$ cat src/rtl/epr_pkg.sv
// epr_pkg: shared constants, codes and types for the euler point rotation core
// holds the quarter-wave sine table (q1.15, whole degrees) used to build coefficients
// no dependencies
package epr_pkg;

  localparam int COORD_WIDTH_DEF = 24;
  localparam int TRIG_WIDTH_DEF  = 16;

  localparam int CFG_INDEX_W = 2;
  localparam int CFG_DATA_W  = 9;

  // register indexes on the configuration port
  localparam logic [CFG_INDEX_W-1:0] REG_ANGLE_X = 2'd0;
  localparam logic [CFG_INDEX_W-1:0] REG_ANGLE_Y = 2'd1;
  localparam logic [CFG_INDEX_W-1:0] REG_ANGLE_Z = 2'd2;
  localparam logic [CFG_INDEX_W-1:0] REG_ORDER   = 2'd3;

  // rotation axis codes, also the index into the coefficient registers
  localparam logic [1:0] AXIS_X = 2'd0;
  localparam logic [1:0] AXIS_Y = 2'd1;
  localparam logic [1:0] AXIS_Z = 2'd2;

  typedef struct packed {
    logic       skip;
    logic [1:0] axis;
  } epr_rot_ctl_t;

  localparam logic [15:0] SINE_TAB [0:90] = '{
    16'd0,     16'd572,   16'd1144,  16'd1715,  16'd2286,  16'd2856,  16'd3425,
    16'd3993,  16'd4560,  16'd5126,  16'd5690,  16'd6252,  16'd6813,  16'd7371,
    16'd7927,  16'd8481,  16'd9032,  16'd9580,  16'd10126, 16'd10668, 16'd11207,
    16'd11743, 16'd12275, 16'd12803, 16'd13328, 16'd13848, 16'd14365, 16'd14876,
    16'd15384, 16'd15886, 16'd16384, 16'd16877, 16'd17364, 16'd17847, 16'd18324,
    16'd18795, 16'd19261, 16'd19720, 16'd20174, 16'd20622, 16'd21063, 16'd21498,
    16'd21926, 16'd22348, 16'd22763, 16'd23170, 16'd23571, 16'd23965, 16'd24351,
    16'd24730, 16'd25102, 16'd25466, 16'd25822, 16'd26170, 16'd26510, 16'd26842,
    16'd27166, 16'd27482, 16'd27789, 16'd28088, 16'd28378, 16'd28660, 16'd28932,
    16'd29197, 16'd29452, 16'd29698, 16'd29935, 16'd30163, 16'd30382, 16'd30592,
    16'd30792, 16'd30983, 16'd31164, 16'd31336, 16'd31499, 16'd31651, 16'd31795,
    16'd31928, 16'd32052, 16'd32166, 16'd32270, 16'd32365, 16'd32449, 16'd32524,
    16'd32588, 16'd32643, 16'd32688, 16'd32723, 16'd32748, 16'd32763, 16'd32768
  };

  function automatic logic [15:0] sine_q15(input logic [6:0] r);
    logic [15:0] v;
    v = 16'd0;
    if (r <= 7'd90) begin
      v = SINE_TAB[r];
    end
    return v;
  endfunction

endpackage

$ cat src/rtl/epr_rot_stage.sv
// epr_rot_stage: one plane rotation of a 3d point, two register stages
// stage a holds the four products, stage b the rounded sums put back on their axes
// depends on epr_pkg (axis codes, control struct)
module epr_rot_stage #(
  parameter int IN_W       = epr_pkg::COORD_WIDTH_DEF,
  parameter int TRIG_WIDTH = epr_pkg::TRIG_WIDTH_DEF
) (
  input  logic                          clk,
  input  logic                          rst_n,
  input  logic                          en,
  input  logic                          in_valid,
  input  logic signed [IN_W-1:0]        in_x,
  input  logic signed [IN_W-1:0]        in_y,
  input  logic signed [IN_W-1:0]        in_z,
  input  logic signed [TRIG_WIDTH-1:0]  sin_c,
  input  logic signed [TRIG_WIDTH-1:0]  cos_c,
  input  epr_pkg::epr_rot_ctl_t         ctl,
  output logic                          out_valid,
  output logic signed [IN_W:0]          out_x,
  output logic signed [IN_W:0]          out_y,
  output logic signed [IN_W:0]          out_z
);
  import epr_pkg::*;

  localparam int OUT_W = IN_W + 1;
  localparam int PW    = IN_W + TRIG_WIDTH;
  localparam int SW    = PW + 1;
  localparam int TF    = TRIG_WIDTH - 1;
  localparam logic signed [SW-1:0] HALF = SW'(1 << (TF - 1));

  logic signed [IN_W-1:0] u, v, w;

  logic signed [PW-1:0]   uc_r, vs_r, us_r, vc_r;
  logic signed [IN_W-1:0] u_r, v_r, w_r;
  epr_rot_ctl_t           ctl_r;
  logic                   valid_a_r;

  logic signed [SW-1:0]    sum_u, sum_v;
  logic signed [SW-1:0]    shf_u, shf_v;
  logic signed [OUT_W-1:0] nu, nv, nw;

  logic signed [OUT_W-1:0] x_r, y_r, z_r;
  logic                    valid_b_r;

  // pick the rotated pair and the untouched coordinate
  always_comb begin
    case (ctl.axis)
      AXIS_X: begin
        u = in_y; v = in_z; w = in_x;
      end
      AXIS_Y: begin
        u = in_x; v = in_z; w = in_y;
      end
      AXIS_Z: begin
        u = in_x; v = in_y; w = in_z;
      end
      default: begin
        u = in_x; v = in_y; w = in_z;
      end
    endcase
  end

  always_ff @(posedge clk) begin
    if (!rst_n) begin
      valid_a_r <= 1'b0;
    end else if (en) begin
      valid_a_r <= in_valid;
    end
  end

  always_ff @(posedge clk) begin
    if (en) begin
      uc_r  <= PW'(u) * PW'(cos_c);
      vs_r  <= PW'(v) * PW'(sin_c);
      us_r  <= PW'(u) * PW'(sin_c);
      vc_r  <= PW'(v) * PW'(cos_c);
      u_r   <= u;
      v_r   <= v;
      w_r   <= w;
      ctl_r <= ctl;
    end
  end

  // round half up: add half then floor shift
  always_comb begin
    sum_u = SW'(uc_r) - SW'(vs_r) + HALF;
    sum_v = SW'(us_r) + SW'(vc_r) + HALF;
    shf_u = sum_u >>> TF;
    shf_v = sum_v >>> TF;
    nw    = OUT_W'(w_r);
    if (ctl_r.skip) begin
      nu = OUT_W'(u_r);
      nv = OUT_W'(v_r);
    end else begin
      nu = OUT_W'(shf_u);
      nv = OUT_W'(shf_v);
    end
  end

  always_ff @(posedge clk) begin
    if (!rst_n) begin
      valid_b_r <= 1'b0;
    end else if (en) begin
      valid_b_r <= valid_a_r;
    end
  end

  always_ff @(posedge clk) begin
    if (en) begin
      case (ctl_r.axis)
        AXIS_X: begin
          x_r <= nw; y_r <= nu; z_r <= nv;
        end
        AXIS_Y: begin
          x_r <= nu; y_r <= nw; z_r <= nv;
        end
        AXIS_Z: begin
          x_r <= nu; y_r <= nv; z_r <= nw;
        end
        default: begin
          x_r <= nu; y_r <= nv; z_r <= nw;
        end
      endcase
    end
  end

  assign out_valid = valid_b_r;
  assign out_x     = x_r;
  assign out_y     = y_r;
  assign out_z     = z_r;

endmodule

$ cat config.mk
export PLATFORM = sky130hd
export DESIGN_NAME = epr_rot_stage
export DESIGN_NICKNAME = d
export VERILOG_FILES = /design/src/rtl/epr_pkg.sv /design/src/rtl/epr_rot_stage.sv
export SDC_FILE = /design/constraint.sdc
export NUM_CORES = 2
export LEC_CHECK = 0
export ABC_AREA = 1
export ABC_CLOCK_PERIOD_IN_PS = 5700
export BUFFER_PORTS_ARGS = -buffer_cell sky130_fd_sc_hd__buf_2
export CORE_UTILIZATION = 60
export CTS_CLUSTER_SIZE = 10
export DETAILED_ROUTE_END_ITERATION = 7
export PLACE_DENSITY = 0.82
export SLEW_MARGIN = 20
export SYNTH_ARGS = -nofsm -noshare
export SYNTH_HDL_FRONTEND = slang
export SYNTH_SLANG_ARGS = --single-unit
$ cat constraint.sdc
create_clock -name clk -period 5.7 [get_ports clk]
set_input_delay 0.285 -clock clk [delete_from_list [all_inputs] [get_ports clk]]
set_output_delay 0.285 -clock clk [all_outputs]
set_load 0.005 [all_outputs]
* Word-level counts from Yosys, hierarchy flattened
Index checks and enable logic that the tools add are counted.
Cells by class: add/subtract/negate cells 4, multiply operators 4, equal/unequal tests 2, muxes and demuxes 8, reductions and logical operators 4
Operators by type and width (count):
- $mul A24 B16 Y40 | 4
- $mux W25 | 4
- $add A40 B16 Y40 const B | 2
- $pmux W25 S2 | 1
- $mux W24 | 2
- $pmux W24 S2 | 1
- $add A40 B40 Y40 | 1
- $sub A40 B40 Y40 | 1
- $eq A2 B1 Y1 const B | 2
- $logic_not A2 Y1 | 2
- $reduce_or A2 Y1 | 2
Word-level totals: register bits 312, input bits 111, output and inout port bits 76, logic and storage cells 36

* Longest topological paths before layout
depth in word-level cells 4, mapped depth 32, mapped depth without buffers 29

* Worst setup path before layout
No wires, ideal clock.
kind in2reg, start in ctl[1] in the netlist's numbering, end reg us_r[31], data pin, library setup time 0.261 ns, arrival 5.860 ns, required time 5.439 ns, path slack -0.421 ns, cell stages on the path 26, buffers on the path 3, cells stage by stage buf_4 nor2_4 buf_2 o21ai_0 inv_1 clkbuf_1 nand2_1 fa_1 inv_1 fa_1 inv_1 fa_1 inv_1 fa_1 fa_1 inv_1 fa_1 inv_1 ha_1 a21oi_1 o21a_1 a21oi_1 or2_1 a21oi_2 o21bai_2 xor2_1
Between the ends: cells in the longest elaborated chain, start to end 3
RTL lines:
- start, declared | line epr_rot_stage.sv:17 | input epr_pkg::epr_rot_ctl_t ctl,
- $logic_not A2 Y1 | line epr_rot_stage.sv:47 | case (ctl.axis)
- $mux W24 | line epr_rot_stage.sv:47
- $mul A24 B16 Y40 | line epr_rot_stage.sv:75 | us_r <= PW'(u) * PW'(sin_c);
- end signal, assigned | line epr_rot_stage.sv:75
- end, declared | line epr_rot_stage.sv:33 | logic signed [PW-1:0] uc_r, vs_r, us_r, vc_r;
No other way between the ends. A chain may end at the register's enable or synchronous reset.

* Worst setup path after layout
start in ctl[1] in the netlist's numbering, end reg vs_r[38], data pin
Between the ends: cells in the longest elaborated chain, start to end 4, elaborated cells between the ends (all ways) 5, those cells by class 1 x mul; 1 x eq/ne; 1 x mux; 2 x reduce/logical
RTL lines:
- $eq A2 B1 Y1 or $logic_not A2 Y1 (tied branches) | line epr_rot_stage.sv:47
- $reduce_or A2 Y1 (no source line) (*)
- $mux W24 (*) | line epr_rot_stage.sv:47
- $mul A24 B16 Y40 (*) | line epr_rot_stage.sv:74 | vs_r <= PW'(v) * PW'(sin_c);
- end signal, assigned | line epr_rot_stage.sv:74
- end, declared | line epr_rot_stage.sv:33
Every way passes the cells marked *; elsewhere a longest branch is shown, timed or not.

==> impl_metrics.toml <==
[status]
outcome = "complete, but fails checks"
violations = "design-rule violations, negative setup slack"

[detailed_routing]
met3_wirelength_um = 44500
drtAntennaViolNets = 0
drc_errors = 44
vias = 69623
dr_wl_met2_um = 127000
wl_per_cell_um = 25.6
first_iter_violations = 8188
drt_first_pass_iters = 8
met1_length_um = 103000
wirelength_um = 303000
top_layer = "met5"
via_per_inst = 5.88

[synthesis]
synthesis.instances = 8973
synth-seq-cells = 312
syn_area_um2 = 74200
synth_nets = 11122
ys_seq_area_share_pct = 12.6
ys_warn_count = 0
syn_area_per_cell_um2 = 8.27
synth.distinct_cells = 55

[min_path]
hold_depth = 3
hold_class = "primary input to flip-flop"

[timing]
finalClockSkew_ps = 57.5
rsz0062_at_grt = "true"
worst_slew_pin_slew_ps = 1160
slew_headroom_pct = 22.6
max_freq_ghz = 0.161
fin_ws_ps = -509
finalMaxSlewViolations = 0
whs_ps = 15.1
finalHoldViolCount = 0
finalCritPeriodShare_pct = 109
period_needed_ps = 6210
finalSetupViolCount = 68

[clocking]
clk_path_buf_depth = 3
clk_latency_ps = 660
cts.clk_slew.worst_paths_ps = 60
htree_levels = 2
cts_tree = "yes"
cts.sinks = 312
root_buffer = "clkbuf_16"
cts_buffers = 42

[global_routing]
grt_pass1_wl_um = 433000
grt_max_degree = 140
antenna_found_initial = 22
grt_usage_pct = 47.3
overflow = 0
grt_pass1_vias = 71670

[placed_design]
dp.cells = 11641
post_dp_cell_area_um2 = 87400
gp_congestion = 1.11
port_buffers = 186
dp_hpwl_um = 244000

[setup_path]
slowest_stage = "fa_1"
cp_top_family = "adder cells"
path_depth = 27
worst_setup_path_end_kind = "flip-flop"
criticalPathCategory = "primary input to flip-flop"
critPathMaxStageDelay_ps = 780
cp-start-kind = "primary input"
arrival_ps = 6620
reg2regPathDepth = 11
cp_max_fo = 16
required_ps = 6110
path_buf_inv = 11

[job]
drv_cap = 0

[floorplanning]
start_util_pct = 60.7
die_w_um = 354
die_area_um2 = 125000
ios = 187
num_rows = 128
core_area_um2 = 122000
die_h_um = 354

[layout]
final_area_um2 = 92900
final_cells = 11838
drive_above_1_share_pct = 23.1
final_util_pct = 76.0
final_nets = 12324
area_growth_pct = 25.1
## per-stage QoR
| stage | TNS (ps) | setup slack (ps) |
|---|---|---|
| floorplan | -711 | -82.9 |
| global placement | -97670 | -1300 |
| detailed placement | -105650 | -1320 |
| CTS | -335 | -90.1 |
| global route | -20830 | -520 |
| finish | -9140 | -509 |
## sequential cells by signal (all words and copies together) (netlist names)
name and count:
vs_r 40, out_valid 1, w_r 24, valid_a_r 1
vc_r 40, v_r 24, out_x 25, us_r 40
out_y 25, ctl_r 3, u_r 24, out_z 25
uc_r 40
## final timing paths
path         slack [ps]      start   endpoint
max                -510     ctl[1]   vs_r[38]
min                  20   in_y[16]    w_r[16]
max reg2reg        2060   vc_r[19]   out_y[5]
min reg2reg         510  valid_a_r  out_valid
## synth_stat cells (all sizes together)
cell	number	area (um^2)
inv	2197	8250
nand2	1850	6960
fa	1496	29900
nor2	988	3740
ha	542	6780
edfxtp	310	9310
nand3	259	1340
a21oi	254	1330
o21ai	248	1370
clkbuf	225	845
xor2	120	1050
buf	89	434
xnor2	66	578
nand4	46	288
a21o	38	287
a31oi	34	213
or2	34	213
nor3	32	175
o211ai	30	225
o21bai	30	233
clkinv	14	52.6
a21boi	11	86.3
nor4	11	118
o221ai	10	87.6
o21a	9	67.6
nand3b	8	60.1
and3	6	37.5
a221oi	3	26.3
a31o	3	26.3
a211oi	2	15.0
dfxtp	2	40.0
o2111ai	2	17.5
o31ai	2	15.0
a311oi	1	8.76
and2	1	6.26
## per-layer routing
metal | GRT usage [%] | vias up
met2 | 70.0 | 5077
li1 | - | 29060
met1 | 57.9 | 33796
met5 | 0 | -
met3 | 16.5 | 1672
met4 | 33.7 | 18
## cells by family after synthesis
kind of cell / Yosys count / synth area share (%)
buffers and inverters: 2525 / 12.9
xor gates and xnor gates: 186 / 2.19
DFF: 312 / 12.6
and+or+nand+nor: 3235 / 17.4
adders and majority gates: 2038 / 49.5
AOI/OAI and AO/OA: 677 / 5.40
## timing repair
item | 4_1_cts | 5_1_grt
setup buffers | 55 | 43
setup endpoints to repair | 104 | 103
gates resized for setup | 272 | 515
endpoints found under the hold margin | 10 | 1
pin swaps | 80 | 147
hold buffers | 10 | 1
cloned | 3 | 5
## cells in the final DEF (no fill, tap or decap), types with 30 or more instances in the layout
master / Yosys / layout
clkbuf_16: 0 / 47
nand2_1: 1842 / 1738
edfxtp_1: 310 / 310
nand3_1: 251 / 237
nor2_4: 1 / 33
nand2_2: 8 / 92
o211ai_1: 30 / 30
buf_12: 0 / 132
nor2_1: 977 / 858
inv_1: 2182 / 2089
nand4_1: 46 / 46
fa_2: 0 / 71
buf_2: 65 / 183
inv_2: 15 / 87
xnor2_1: 66 / 61
ha_4: 0 / 98
o21ai_1: 32 / 52
o21ai_0: 184 / 124
fa_1: 1496 / 1425
o21ai_2: 31 / 51
ha_1: 542 / 441
xor2_1: 120 / 102
buf_4: 5 / 1086
buf_6: 0 / 40
nor2_2: 10 / 97
a21oi_2: 16 / 71
a21o_1: 37 / 36
a21oi_1: 238 / 160
## layout make-up
cell class | count | area, um^2
fill | 8514 | 29300
timing repair buffer | 1472 | 12700
clock buffer | 54 | 1110
tap | 1625 | 2030
clock inverter | 14 | 140
antenna | 14 | 35.0
multi-input combinational | 6136 | 59100
inverter | 2211 | 8420
sequential | 312 | 9350
## tightest hold or removal path: cells and delay by family
kind | cells | cell delay [ps]
buf+inv | 1 | 120
simple gates | 2 | 120
Power is left out: the tool's default activity adds up to more than one toggle a clock period on the data nets, which glitch-free logic cannot reach.
